<file path="src/hw/rtl/uniform_grid_bin_and_query_top_macros.svh">
// assertion helpers for the grid binning block
`ifndef UNIFORM_GRID_BIN_AND_QUERY_TOP_MACROS_SVH
`define UNIFORM_GRID_BIN_AND_QUERY_TOP_MACROS_SVH

// expression holds at every edge out of reset
`define UGBQ_ASSERT_ALWAYS(lbl, clk, rst, expr) \
   lbl: assert property (@(posedge clk) disable iff (rst) (expr)) \
      else $error("ugbq assertion failed");

// antecedent implies consequent in the same cycle
`define UGBQ_ASSERT_IMPLIES(lbl, clk, rst, ante, cons) \
   lbl: assert property (@(posedge clk) disable iff (rst) (ante) |-> (cons)) \
      else $error("ugbq assertion failed");

`endif

</file>
<file path="src/hw/rtl/ugbq_pkg.sv">
package ugbq_pkg;

   localparam int POS_W  = 24;
   localparam int BND_W  = 25;
   localparam int CSZ_W  = 23;
   localparam int IDX_W  = 6;
   localparam int OP_W   = 3;

   localparam logic [OP_W-1:0] OP_X   = 3'd0;
   localparam logic [OP_W-1:0] OP_Y   = 3'd1;
   localparam logic [OP_W-1:0] OP_XLO = 3'd2;
   localparam logic [OP_W-1:0] OP_XHI = 3'd3;
   localparam logic [OP_W-1:0] OP_YLO = 3'd4;
   localparam logic [OP_W-1:0] OP_YHI = 3'd5;

   localparam logic REQ_LOAD  = 1'b0;
   localparam logic REQ_QUERY = 1'b1;

   typedef struct packed {
      logic            take;
      logic            div_start;
      logic [OP_W-1:0] div_op;
      logic            store;
      logic            scan_start;
      logic            clr_prev;
      logic            advance;
      logic            emit;
      logic            emit_found;
      logic            emit_last;
   } cmd_type;

   typedef struct packed {
      logic div_done;
      logic scan_busy;
      logic best_found;
      logic has_prev;
      logic rad_neg;
      logic is_query;
      logic rsp_free;
   } stat_type;

endpackage

</file>
<file path="src/hw/rtl/uniform_grid_bin_and_query_top.sv">
// channel   direction  handshake             payload
// req       in         req_valid/req_stall   req_type, req_first_item, req_item_alive,
//                                            req_pos_x, req_pos_y, req_query_radius
// rsp       out        rsp_valid/rsp_stall   rsp_item_index, rsp_found, rsp_last
//
// csr       in         csr_wr_en             csr_wr_data (cell size)
//
// one request at a time; one shared 25-step divider for every cell coordinate
// load: two divisions
// query: four divisions, then one scan of the stored items before each result and
// one after the last found item; a negative radius skips both
// synchronous active-high reset; rsp has an output register so req is taken while
// a result waits, and rsp_stall only holds the query between results
module uniform_grid_bin_and_query_top #(
   parameter int MAX_ITEMS = 64
) (
   input  logic                                 clock,
   input  logic                                 reset,
   input  logic                                 req_valid,
   output logic                                 req_stall,
   input  logic                                 req_type,
   input  logic                                 req_first_item,
   input  logic                                 req_item_alive,
   input  logic signed [ugbq_pkg::POS_W-1:0]    req_pos_x,
   input  logic signed [ugbq_pkg::POS_W-1:0]    req_pos_y,
   input  logic signed [ugbq_pkg::POS_W-1:0]    req_query_radius,
   input  logic                                 csr_wr_en,
   input  logic        [ugbq_pkg::CSZ_W-1:0]    csr_wr_data,
   output logic                                 rsp_valid,
   input  logic                                 rsp_stall,
   output logic        [ugbq_pkg::IDX_W-1:0]    rsp_item_index,
   output logic                                 rsp_found,
   output logic                                 rsp_last
);

   ugbq_pkg::cmd_type  cmd;
   ugbq_pkg::stat_type stat;

   ugbq_ctrl u_ctrl (
      .clock     (clock),
      .reset     (reset),
      .req_valid (req_valid),
      .req_stall (req_stall),
      .stat      (stat),
      .cmd       (cmd)
   );

   ugbq_dp #(
      .MAX_ITEMS (MAX_ITEMS)
   ) u_dp (
      .clock            (clock),
      .reset            (reset),
      .cmd              (cmd),
      .stat             (stat),
      .req_type         (req_type),
      .req_first_item   (req_first_item),
      .req_item_alive   (req_item_alive),
      .req_pos_x        (req_pos_x),
      .req_pos_y        (req_pos_y),
      .req_query_radius (req_query_radius),
      .csr_wr_en        (csr_wr_en),
      .csr_wr_data      (csr_wr_data),
      .rsp_valid        (rsp_valid),
      .rsp_stall        (rsp_stall),
      .rsp_item_index   (rsp_item_index),
      .rsp_found        (rsp_found),
      .rsp_last         (rsp_last)
   );

endmodule

</file>
<file path="src/hw/rtl/ugbq_div.sv">
module ugbq_div (
   input  logic                                clock,
   input  logic                                reset,
   input  logic                                start,
   input  logic signed [ugbq_pkg::BND_W-1:0]   num,
   input  logic        [ugbq_pkg::CSZ_W-1:0]   den,
   output logic                                done,
   output logic signed [ugbq_pkg::BND_W-1:0]   quot
);

   localparam int NW = ugbq_pkg::BND_W;
   localparam int DW = ugbq_pkg::CSZ_W;

   logic          busy_ff, done_ff, neg_ff;
   logic [4:0]    cnt_ff;
   logic [NW-1:0] mag_ff;
   logic [DW-1:0] rem_ff, den_ff;
   logic [DW:0]   trial, diff;
   logic          ge;
   logic [NW:0]   q_ext, q_adj;

   assign trial = {rem_ff, mag_ff[NW-1]};
   assign ge    = trial >= {1'b0, den_ff};
   assign diff  = trial - {1'b0, den_ff};

   always_ff @(posedge clock) begin
      if (reset) begin
         busy_ff <= 1'b0;
         done_ff <= 1'b0;
         cnt_ff  <= '0;
      end else begin
         done_ff <= 1'b0;
         if (start) begin
            busy_ff <= 1'b1;
            cnt_ff  <= 5'(NW - 1);
         end else if (busy_ff) begin
            cnt_ff <= cnt_ff - 5'd1;
            if (cnt_ff == 5'd0) begin
               busy_ff <= 1'b0;
               done_ff <= 1'b1;
            end
         end
      end
   end

   always_ff @(posedge clock) begin
      if (start) begin
         neg_ff <= num[NW-1];
         mag_ff <= num[NW-1] ? NW'(-num) : NW'(num);
         rem_ff <= '0;
         den_ff <= (den == '0) ? DW'(1) : den;
      end else if (busy_ff) begin
         mag_ff <= {mag_ff[NW-2:0], ge};
         rem_ff <= ge ? diff[DW-1:0] : trial[DW-1:0];
      end
   end

   // floor for negative dividends
   assign q_ext = {1'b0, mag_ff};
   assign q_adj = neg_ff ? ((~q_ext) + (NW+1)'(rem_ff == '0)) : q_ext;
   assign quot  = q_adj[NW-1:0];
   assign done  = done_ff;

endmodule

</file>
<file path="src/hw/rtl/ugbq_dp.sv">
`include "uniform_grid_bin_and_query_top_macros.svh"

module ugbq_dp #(
   parameter int MAX_ITEMS = 64
) (
   input  logic                                 clock,
   input  logic                                 reset,
   input  ugbq_pkg::cmd_type                    cmd,
   output ugbq_pkg::stat_type                   stat,
   input  logic                                 req_type,
   input  logic                                 req_first_item,
   input  logic                                 req_item_alive,
   input  logic signed [ugbq_pkg::POS_W-1:0]    req_pos_x,
   input  logic signed [ugbq_pkg::POS_W-1:0]    req_pos_y,
   input  logic signed [ugbq_pkg::POS_W-1:0]    req_query_radius,
   input  logic                                 csr_wr_en,
   input  logic        [ugbq_pkg::CSZ_W-1:0]    csr_wr_data,
   output logic                                 rsp_valid,
   input  logic                                 rsp_stall,
   output logic        [ugbq_pkg::IDX_W-1:0]    rsp_item_index,
   output logic                                 rsp_found,
   output logic                                 rsp_last
);

   localparam int PW = ugbq_pkg::POS_W;
   localparam int BW = ugbq_pkg::BND_W;
   localparam int AW = (MAX_ITEMS > 1) ? $clog2(MAX_ITEMS) : 1;
   localparam int CW = $clog2(MAX_ITEMS + 1);
   localparam int KW = 2 * PW + AW;
   localparam int EW = 2 * PW + 1;

   logic [ugbq_pkg::CSZ_W-1:0] csize_ff;
   logic                       qry_ff, first_ff, alive_ff;
   logic signed [PW-1:0]       px_ff, py_ff, rad_ff;
   logic signed [BW-1:0]       cx_ff, cy_ff, xlo_ff, xhi_ff, ylo_ff, yhi_ff;
   logic signed [BW-1:0]       div_num, div_q;
   logic                       div_done;
   logic [CW-1:0]              count_ff, addr_ff;
   logic                       iss_ff, vld1_ff;
   logic [AW-1:0]              idx1_ff, waddr;
   logic                       wen;
   logic [EW-1:0]              mem [MAX_ITEMS];
   logic [EW-1:0]              mem_q_ff;
   logic signed [BW-1:0]       ent_cx, ent_cy;
   logic [KW-1:0]              ent_key, best_key_ff, prev_key_ff;
   logic                       best_found_ff, has_prev_ff, hit;
   logic                       rsp_valid_ff, rsp_found_ff, rsp_last_ff, rsp_free;
   logic [ugbq_pkg::IDX_W-1:0] rsp_index_ff;

   always_ff @(posedge clock) begin
      if (reset) begin
         csize_ff <= ugbq_pkg::CSZ_W'(256);
      end else if (csr_wr_en) begin
         csize_ff <= csr_wr_data;
      end
   end

   always_ff @(posedge clock) begin
      if (cmd.take) begin
         qry_ff   <= req_type;
         first_ff <= req_first_item;
         alive_ff <= req_item_alive;
         px_ff    <= req_pos_x;
         py_ff    <= req_pos_y;
         rad_ff   <= req_query_radius;
      end
   end

   always_comb begin
      unique case (cmd.div_op)
         ugbq_pkg::OP_X:   div_num = BW'(px_ff);
         ugbq_pkg::OP_Y:   div_num = BW'(py_ff);
         ugbq_pkg::OP_XLO: div_num = BW'(px_ff) - BW'(rad_ff);
         ugbq_pkg::OP_XHI: div_num = BW'(px_ff) + BW'(rad_ff);
         ugbq_pkg::OP_YLO: div_num = BW'(py_ff) - BW'(rad_ff);
         default:          div_num = BW'(py_ff) + BW'(rad_ff);
      endcase
   end

   ugbq_div u_div (
      .clock (clock),
      .reset (reset),
      .start (cmd.div_start),
      .num   (div_num),
      .den   (csize_ff),
      .done  (div_done),
      .quot  (div_q)
   );

   always_ff @(posedge clock) begin
      if (div_done) begin
         unique case (cmd.div_op)
            ugbq_pkg::OP_X:   cx_ff  <= div_q;
            ugbq_pkg::OP_Y:   cy_ff  <= div_q;
            ugbq_pkg::OP_XLO: xlo_ff <= div_q;
            ugbq_pkg::OP_XHI: xhi_ff <= div_q;
            ugbq_pkg::OP_YLO: ylo_ff <= div_q;
            default:          yhi_ff <= div_q;
         endcase
      end
   end

   // item store
   assign wen   = cmd.store && (first_ff || (count_ff < CW'(MAX_ITEMS)));
   assign waddr = first_ff ? '0 : count_ff[AW-1:0];

   always_ff @(posedge clock) begin
      if (wen) begin
         mem[waddr] <= {alive_ff, cx_ff[PW-1:0], cy_ff[PW-1:0]};
      end
      mem_q_ff <= mem[addr_ff[AW-1:0]];
   end

   always_ff @(posedge clock) begin
      if (reset) begin
         count_ff <= '0;
      end else if (wen) begin
         count_ff <= CW'(waddr) + CW'(1);
      end
   end

   // scan
   always_ff @(posedge clock) begin
      if (reset) begin
         iss_ff  <= 1'b0;
         vld1_ff <= 1'b0;
         addr_ff <= '0;
      end else begin
         vld1_ff <= iss_ff;
         if (cmd.scan_start) begin
            addr_ff <= '0;
            iss_ff  <= count_ff != '0;
         end else if (iss_ff) begin
            addr_ff <= addr_ff + CW'(1);
            if (addr_ff + CW'(1) == count_ff) begin
               iss_ff <= 1'b0;
            end
         end
      end
   end

   always_ff @(posedge clock) begin
      idx1_ff <= addr_ff[AW-1:0];
   end

   assign ent_cx  = BW'($signed(mem_q_ff[2*PW-1:PW]));
   assign ent_cy  = BW'($signed(mem_q_ff[PW-1:0]));
   assign ent_key = {~mem_q_ff[PW-1], mem_q_ff[PW-2:0],
                     ~mem_q_ff[2*PW-1], mem_q_ff[2*PW-2:PW], idx1_ff};
   assign hit = vld1_ff && mem_q_ff[EW-1]
             && (ent_cx >= xlo_ff) && (ent_cx <= xhi_ff)
             && (ent_cy >= ylo_ff) && (ent_cy <= yhi_ff)
             && (!has_prev_ff || (ent_key > prev_key_ff))
             && (!best_found_ff || (ent_key < best_key_ff));

   always_ff @(posedge clock) begin
      if (reset) begin
         best_found_ff <= 1'b0;
         has_prev_ff   <= 1'b0;
      end else begin
         if (cmd.scan_start) begin
            best_found_ff <= 1'b0;
         end else if (hit) begin
            best_found_ff <= 1'b1;
         end
         if (cmd.clr_prev) begin
            has_prev_ff <= 1'b0;
         end else if (cmd.advance) begin
            has_prev_ff <= 1'b1;
         end
      end
   end

   always_ff @(posedge clock) begin
      if (hit) begin
         best_key_ff <= ent_key;
      end
      if (cmd.advance) begin
         prev_key_ff <= best_key_ff;
      end
   end

   // response register
   assign rsp_free = !rsp_valid_ff || !rsp_stall;

   always_ff @(posedge clock) begin
      if (reset) begin
         rsp_valid_ff <= 1'b0;
      end else if (cmd.emit) begin
         rsp_valid_ff <= 1'b1;
      end else if (!rsp_stall) begin
         rsp_valid_ff <= 1'b0;
      end
   end

   always_ff @(posedge clock) begin
      if (cmd.emit) begin
         rsp_found_ff <= cmd.emit_found;
         rsp_last_ff  <= cmd.emit_last;
         rsp_index_ff <= cmd.emit_found ? ugbq_pkg::IDX_W'(prev_key_ff[AW-1:0]) : '0;
      end
   end

   assign rsp_valid      = rsp_valid_ff;
   assign rsp_found      = rsp_found_ff;
   assign rsp_last       = rsp_last_ff;
   assign rsp_item_index = rsp_index_ff;

   assign stat.div_done   = div_done;
   assign stat.scan_busy  = iss_ff || vld1_ff;
   assign stat.best_found = best_found_ff;
   assign stat.has_prev   = has_prev_ff;
   assign stat.rad_neg    = rad_ff[PW-1];
   assign stat.is_query   = qry_ff == ugbq_pkg::REQ_QUERY;
   assign stat.rsp_free   = rsp_free;

   `UGBQ_ASSERT_IMPLIES(a_empty_is_last, clock, reset, rsp_valid_ff && !rsp_found_ff, rsp_last_ff)
   `UGBQ_ASSERT_IMPLIES(a_empty_idx_zero, clock, reset, rsp_valid_ff && !rsp_found_ff, rsp_index_ff == '0)
   `UGBQ_ASSERT_IMPLIES(a_emit_when_free, clock, reset, cmd.emit, rsp_free)
   `UGBQ_ASSERT_ALWAYS(a_count_bound, clock, reset, count_ff <= CW'(MAX_ITEMS))

endmodule

</file>
<file path="src/hw/rtl/ugbq_ctrl.sv">
module ugbq_ctrl (
   input  logic               clock,
   input  logic               reset,
   input  logic               req_valid,
   output logic               req_stall,
   input  ugbq_pkg::stat_type stat,
   output ugbq_pkg::cmd_type  cmd
);

   localparam logic [2:0] S_IDLE   = 3'd0;
   localparam logic [2:0] S_DISP   = 3'd1;
   localparam logic [2:0] S_DIV    = 3'd2;
   localparam logic [2:0] S_DIVW   = 3'd3;
   localparam logic [2:0] S_STORE  = 3'd4;
   localparam logic [2:0] S_SCAN   = 3'd5;
   localparam logic [2:0] S_SCANW  = 3'd6;
   localparam logic [2:0] S_DECIDE = 3'd7;

   logic [2:0]                state_ff, state_in;
   logic [ugbq_pkg::OP_W-1:0] op_ff, op_in;
   logic                      empty_ff, empty_in;

   always_ff @(posedge clock) begin
      if (reset) begin
         state_ff <= S_IDLE;
         op_ff    <= ugbq_pkg::OP_X;
         empty_ff <= 1'b0;
      end else begin
         state_ff <= state_in;
         op_ff    <= op_in;
         empty_ff <= empty_in;
      end
   end

   assign req_stall = state_ff != S_IDLE;

   always_comb begin
      state_in = state_ff;
      op_in    = op_ff;
      empty_in = empty_ff;
      cmd      = '0;
      cmd.div_op = op_ff;
      unique case (state_ff)
         S_IDLE: begin
            if (req_valid) begin
               cmd.take = 1'b1;
               state_in = S_DISP;
            end
         end
         S_DISP: begin
            empty_in     = 1'b0;
            cmd.clr_prev = 1'b1;
            if (!stat.is_query) begin
               op_in    = ugbq_pkg::OP_X;
               state_in = S_DIV;
            end else if (stat.rad_neg) begin
               empty_in = 1'b1;
               state_in = S_DECIDE;
            end else begin
               op_in    = ugbq_pkg::OP_XLO;
               state_in = S_DIV;
            end
         end
         S_DIV: begin
            cmd.div_start = 1'b1;
            state_in      = S_DIVW;
         end
         S_DIVW: begin
            if (stat.div_done) begin
               if (op_ff == ugbq_pkg::OP_Y) begin
                  state_in = S_STORE;
               end else if (op_ff == ugbq_pkg::OP_YHI) begin
                  state_in = S_SCAN;
               end else begin
                  op_in    = op_ff + ugbq_pkg::OP_W'(1);
                  state_in = S_DIV;
               end
            end
         end
         S_STORE: begin
            cmd.store = 1'b1;
            state_in  = S_IDLE;
         end
         S_SCAN: begin
            cmd.scan_start = 1'b1;
            state_in       = S_SCANW;
         end
         S_SCANW: begin
            if (!stat.scan_busy) begin
               state_in = S_DECIDE;
            end
         end
         S_DECIDE: begin
            priority if (empty_ff) begin
               if (stat.rsp_free) begin
                  cmd.emit      = 1'b1;
                  cmd.emit_last = 1'b1;
                  state_in      = S_IDLE;
               end
            end else if (stat.has_prev) begin
               if (stat.rsp_free) begin
                  cmd.emit       = 1'b1;
                  cmd.emit_found = 1'b1;
                  cmd.emit_last  = !stat.best_found;
                  cmd.advance    = stat.best_found;
                  state_in       = stat.best_found ? S_SCAN : S_IDLE;
               end
            end else if (stat.best_found) begin
               cmd.advance = 1'b1;
               state_in    = S_SCAN;
            end else begin
               empty_in = 1'b1;
            end
         end
         default: state_in = S_IDLE;
      endcase
   end

endmodule

</file>
<file path="config.mk">
export PLATFORM = sky130hd
export DESIGN_NAME = uniform_grid_bin_and_query_top
export DESIGN_NICKNAME = d
export VERILOG_FILES = /design/src/hw/rtl/ugbq_pkg.sv /design/src/hw/rtl/uniform_grid_bin_and_query_top.sv /design/src/hw/rtl/ugbq_div.sv /design/src/hw/rtl/ugbq_dp.sv /design/src/hw/rtl/ugbq_ctrl.sv
export VERILOG_INCLUDE_DIRS = /design/src /design/src/hw/rtl
export SDC_FILE = /design/constraint.sdc
export NUM_CORES = 2
export LEC_CHECK = 0
export ABC_CLOCK_PERIOD_IN_PS = 8280
export BUFFER_PORTS_ARGS = -buffer_cell sky130_fd_sc_hd__buf_4
export CAP_MARGIN = 20
export CORE_UTILIZATION = 35
export DETAILED_ROUTE_END_ITERATION = 6
export RECOVER_POWER = 100
export SYNTH_ARGS = -nofsm -noshare
export SYNTH_HDL_FRONTEND = slang
export SYNTH_SLANG_ARGS = --single-unit
</file>
<file path="constraint.sdc">
create_clock -name clock -period 8.28 [get_ports clock]
set_clock_uncertainty 0.15 [all_clocks]
set_input_delay 1.242 -clock clock [delete_from_list [all_inputs] [get_ports clock]]
set_output_delay 1.242 -clock clock [all_outputs]
set_load 0.01 [all_outputs]
</file>
Word-level counts from Yosys, hierarchy flattened
Memory sizes are Yosys's and may differ from the RTL's. A register that Yosys moved wholly into a read port is not among the register bits.
Index checks and enable logic that the tools add are counted.
{"block": "totals", "mem_bits_rw": 3136, "inputBits": 103, "word_cells": 187, "n_memories": 1, "out_inout_bits": 10, "register_bits": 473}
{"name": "u_dp.mem", "words": 64, "width": 49, "rd": 1, "rd_clocked_by_memory_dff": 1, "wr": 1, "line": "ugbq_dp.sv:42", "rtl": "logic [EW-1:0] mem [MAX_ITEMS];"}
{"block": "classes", "muxes": 62, "n_eq_ne": 23, "n_reduce_logical": 40, "addsub": 11, "order_cmp": 8, "bitwise": 5}
{"op": "$pmux 25 s5", "count": 1}
{"op": "$mux 25", "count": 4}
{"op": "$mux 3", "count": 19}
{"op": "$gt 54x54->1", "count": 1}
{"op": "$lt 54x54->1", "count": 1}
{"op": "$add 24x24->25", "count": 2}
{"op": "$ge 24x25->1", "count": 2}
{"op": "$le 24x25->1", "count": 2}
{"op": "$sub 24x24->25", "count": 2}
{"op": "$logic_not 23->1", "count": 2}
{"op": "$mux 1", "count": 29}
{"op": "$add 25x1->25", "count": 1}
{"op": "$neg 25->25", "count": 1}
{"op": "$not 25->25", "count": 1}
{"op": "$ge 24x23->1", "count": 1}
{"op": "$pmux 3 s8", "count": 1}
{"op": "$mux 23", "count": 1}
{"op": "$sub 23x23->23", "count": 1}
{"op": "$eq 3x3->1 const B", "count": 6}
{"op": "$eq 3x2->1 const B", "count": 4}
{"op": "$reduce_and 2->1", "count": 6}
{"op": "$mux 5", "count": 2}
{"op": "$logic_and 1x1->1", "count": 8}
{"op": "$mux 4", "count": 2}
{"op": "other kinds (28)", "count": 49}

Longest topological paths before layout
{"block": "depth", "ltp_word": 7, "mapped_depth": 25, "ltp_nobuf": 23}

Hierarchy
A second synthesis with hierarchy kept.
{"block": "unflattened", "cells_unflattened": 7187, "hier_area_um2": 147372.6}
{"module": "ugbq_dp", "seq_area_each_um2": 106291.9, "cells_per_inst": 6497, "instances": 1, "area_per_inst_um2": 141333.0}
{"module": "ugbq_div", "seq_area_each_um2": 2072.0, "cells_per_inst": 609, "instances": 1, "area_per_inst_um2": 5421.4}
{"module": "ugbq_ctrl", "seq_area_each_um2": 140.1, "cells_per_inst": 81, "instances": 1, "area_per_inst_um2": 618.1}

Worst setup path after synthesis
No wires, ideal clock.
{"block": "synth_timing", "path_type": "reg2reg", "startpoint": "reg u_ctrl.state_ff[2]", "endpoint": "mem u_dp.mem[49][0] (netlist name), enable pin", "path_slack_ns": 1.655, "n_path_buf": 2, "stages_incl_launch_ff": 6, "synth_period_minus_slack_ns": 6.625, "setup_time_ns": 0.577, "t_required_ns": 7.553, "arrival_ns": 5.898, "cell_sequence": "dfxtp_1 clkbuf_1 and3_1 clkbuf_1 nand3_1 nor4_1"}
{"block": "synth_via", "elab_chain_cells": 5}
{"element": "start, declared", "line": "ugbq_ctrl.sv:19", "rtl": "logic [2:0] state_ff, state_in;"}
{"element": "start signal, assigned", "line": "ugbq_ctrl.sv:29", "rtl": "state_ff <= state_in;"}
{"element": "$eq 3x3->1", "line": "ugbq_ctrl.sv:43", "rtl": "unique case (state_ff)"}
{"element": "$mux 1", "line": "ugbq_ctrl.sv:43"}
{"element": "$logic_and 1x1->1", "line": "ugbq_dp.sv:104", "rtl": "assign wen = cmd.store && (first_ff || (count_ff < CW'(MAX_ITEMS)));"}
{"element": "$mux 1", "line": "ugbq_dp.sv:108", "rtl": "if (wen) begin"}
{"element": "$mux 1 (implied by the code)", "line": "ugbq_dp.sv:109", "rtl": "mem[waddr] <= {alive_ff, cx_ff[PW-1:0], cy_ff[PW-1:0]};"}
{"element": "end, declared", "line": "ugbq_dp.sv:42"}
Every way passes these cells.

Worst setup path in the final report
{"block": "layout_timing", "startpoint": "reg u_dp.first_ff", "endpoint": "mem u_dp.mem[10][38] (netlist name), enable pin"}
{"block": "layout_via", "elab_chain_cells": 4, "elab_cells_between_ends": 5, "classes_between": "mux (3); reduce/logical (2)"}
{"element": "start, declared", "line": "ugbq_dp.sv:33", "rtl": "logic qry_ff, first_ff, alive_ff;"}
{"element": "start signal, assigned", "line": "ugbq_dp.sv:61", "rtl": "first_ff <= req_first_item;"}
{"element": "$logic_or 1x1->1", "line": "ugbq_dp.sv:104"}
{"element": "$logic_and 1x1->1", "line": "ugbq_dp.sv:104"}
{"element": "$mux 1", "line": "ugbq_dp.sv:108"}
{"element": "$mux 1 (implied by the code)", "line": "ugbq_dp.sv:109"}
Several ways; a longest one is shown, not always the timed one.

==> results.yml <==
timing:
  slew_headroom_pct: -172
  tns_ns: 0
  timing.fmax_mhz: 136
  period_share_pct: 89.1
  drv_slew: 6858
  min_period_ns: 7.38
  tightest_slew_ns: 4.09
  finalSetupViolations: 0
  hold_violations: 0
  rsz0062_at_grt: "no"
final_layout:
  fin_nets: 8026
  drive_gt1_share_pct: 22.5
  final_area_sq_um: 168000
  syn2layout_area_growth_pct: 13.7
worst_setup_path:
  cp-start-kind: "flop"
  endpoint_kind: "flop"
  crit_required_ns: 8.66
  cp_max_fo: 24
  criticalPathCategory: "reg2reg"
  worst-endpoint-arrival_ns: 7.76
  critPathSlowestCell: "clkbuf_1"
  cpPeakStageDelay_ns: 2.29
  crit_chain: "nand2b_1 > nand3_1 > or4_1 > nor2_1 > clkbuf_1 > clkbuf_2"
clock_network:
  cts_hold_buffers: 0
  clkLatencyLatePin_ns: 0.98
  ctsResizeCount: 0
  cts_root_buf: "clkbuf_16"
  htree_levels: 5
  clock-sinks: 3658
  numCtsBuffers: 373
  clk_path_buf_depth: 4
  cts_tree: "done"
  post_cts_buffers: 0
  cts.clk_slew.worst_paths_ns: 0.06
placed_design:
  placed_cell_area_sq_um: 157000
  place_congestion: 0.819
  port_buffers: 112
  dp_hpwl_microns: 230000
global_routing:
  first_global_vias: 74900
  antenna_found_initial: 30
  globalRoute.totalOverflow: 0
  grt_max_degree: 127
  grt_use_total_pct: 18.3
  grt_first_pass_wirelength_microns: 560000
floorplanning:
  core_sq_um: 420000
  boundaryPins: 113
  die-area_sq_um: 424000
  dieHeight_microns: 651
  start_util_pct: 35.1
  rows: 238
  die_width_microns: 651
yosys:
  ys.flop_type: "edfxtp_1"
  synth-seq-cells: 3658
  synth.avg_cell_area_sq_um: 20.4
  synthCells: 7221
  synth_fp_nets: 7622
  postSynth.asyncResetShare_pct: 0
  synth_mux_area_share_pct: 16.0
  yosysTopAreaCell: "edfxtp_1"
  synth_edf_count: 3524
  synth_area_sq_um: 148000
  synth_compound_area_share_pct: 2.84
  ys_warn_count: 0
  synth_top_family_by_area: "multiplexers"
  synth_simple_gate_area_share_pct: 2.56
  yosysUniqueCellTypes: 91
  synth_top_cells_by_area: "edfxtp_1, mux4_2, ha_1"
  synth_fa_ha_area_share_pct: 2.54
  yosysTopAreaCellShare_pct: 71.7
  yosysSeqAreaShare_pct: 73.6
  synthXorXnorAreaFrac_pct: 0.920
detailed_routing:
  drtIter0Drc: 8199
  ant_nets: 0
  first_pass_iters: 5
  wirelength_microns: 396000
  vias_per_cell: 5.47
  vias: 73700
  routedWlPerCell_microns: 29.4
  route.detailed.drc: 0
run:
  maxCapViolCount: 200
power_and_ir_drop:
  power.density_nw_per_um2: 266
  p_leak_nw: 52.4
  ir_worst_vdd_mv: 0.256
  finalPower_mw: 44.7
status:
  status: "finished with violations"
  violations: "max-capacitance violations, max-slew violations"
hold_path:
  hold_path.class: "reg2reg"
-- metrics by stage --
stage,instances,setup slack [ns],hold slack [ns],utilization (%)
after floorplan,7221,1.65,0.179,-
after global placement,12800,1.80,0.280,37.3
after detailed placement,12800,2.03,0.284,37.3
after CTS,13500,2.01,0.214,40.3
after global routing,13500,0.746,0.266,40.0
final,13500,0.903,0.259,40.0
-- cells in the mapped netlist (all sizes together) (23+ instances only) --
cell type / n
a211oi: 23
nor2b: 32
ha: 295
xnor2: 88
a21o: 95
a21oi: 166
nand2: 172
mux4: 1016
nor4: 26
nor3: 63
nand3: 48
mux2i: 55
inv: 270
nor2: 259
xor2: 67
o21a: 25
a22oi: 24
clkbuf: 228
edfxtp: 3524
nand2b: 40
o21ai: 144
buf: 113
dfxtp: 134
nand4: 55
-- cell type report --
class / count / area (sq um)
Fill cell: 37000 / 252000
Inverter: 270 / 1010
Clock buffer: 464 / 9830
Clock inverter: 222 / 2560
Multi-Input combinational cell: 2952 / 36800
Tap cell: 5520 / 6910
Antenna cell: 5 / 12.5
Sequential cell: 3658 / 109000
Timing Repair Buffer: 370 / 2120
-- placed cells by master (no fill, tap or decap), drive strengths merged, types with 14 or more instances in the layout --
cell,n
edfxtp,3524
a22oi,24
and2,16
a21o,95
nor2b,32
o211ai,14
nand3,48
clkinv,158
mux4,1016
nor3,63
a31oi,15
o31ai,16
bufinv,43
buf,76
xor2,67
nand4,55
o21ai,144
a21oi,166
a211oi,23
nand2b,40
nor4,26
nor2,259
clkbuf,758
inv,279
mux2,15
xnor2,88
ha,295
o21a,25
dfxtp,134
nand2,172
mux2i,55
-- flip-flops by register name, indices dropped and copies added (netlist names), 5 cells and up --
register and cells:
u_dp.rsp_item_index 6, u_dp.cx_ff 24, u_dp.cy_ff 24, u_dp.u_div.mag_ff 25, u_dp.count_ff 7, u_dp.ylo_ff 25
u_dp.idx1_ff 6, u_dp.xlo_ff 25, u_dp.xhi_ff 25, u_dp.rad_ff 24, u_dp.best_key_ff 54, u_dp.mem 3136
u_dp.u_div.rem_ff 23, u_dp.u_div.cnt_ff 5, u_dp.csize_ff 23, u_dp.mem_q_ff 49, u_dp.px_ff 24, u_dp.prev_key_ff 54
u_dp.u_div.den_ff 23, u_dp.addr_ff 7, u_dp.yhi_ff 25, u_dp.py_ff 24
-- critical path, delay by kind of cell (launching register included) --
| family | cells | cell delay (ns) |
|---|---|---|
| buf+inv | 2 | 3.32 |
| flops | 1 | 0.78 |
| simple gates | 4 | 2.53 |
-- per-layer routing --
layer  GRT usage (%)  share of wire (%)
met5               0              0.018
met4            5.21                3.1
met3            2.72                7.4
met2            31.0                 50
met1            24.5                 40
-- cells by family after synthesis --
logic type | after synthesis
XOR/XNOR | 155
flip-flops | 3658
buffers and inverters | 611
AO/OA/AOI/OAI | 632
AND/OR/NAND/NOR | 781
multiplexers | 1086
adder cells (fa/ha/maj) | 298
-- power breakdown --
part           total (mW)  switching [mW]  internal (mW)
clock network        17.1            7.28           9.83
logic                6.06            3.89           2.17
registers            21.5           0.512           21.0
total                44.7            11.7           33.0
-- worst paths after layout --
check	start	to	slack (ns)	cells after the start
worst min-delay path	u_dp.best_key_ff[34]	u_dp.prev_key_ff[34]	0.26	0
worst min register to register	u_dp.best_key_ff[34]	u_dp.prev_key_ff[34]	0.26	0
worst max-delay path	u_dp.first_ff	u_dp.mem[10][38]	0.90	6
worst max register to register	u_dp.first_ff	u_dp.mem[10][38]	0.90	6
(Power assumes the default switching activity.)
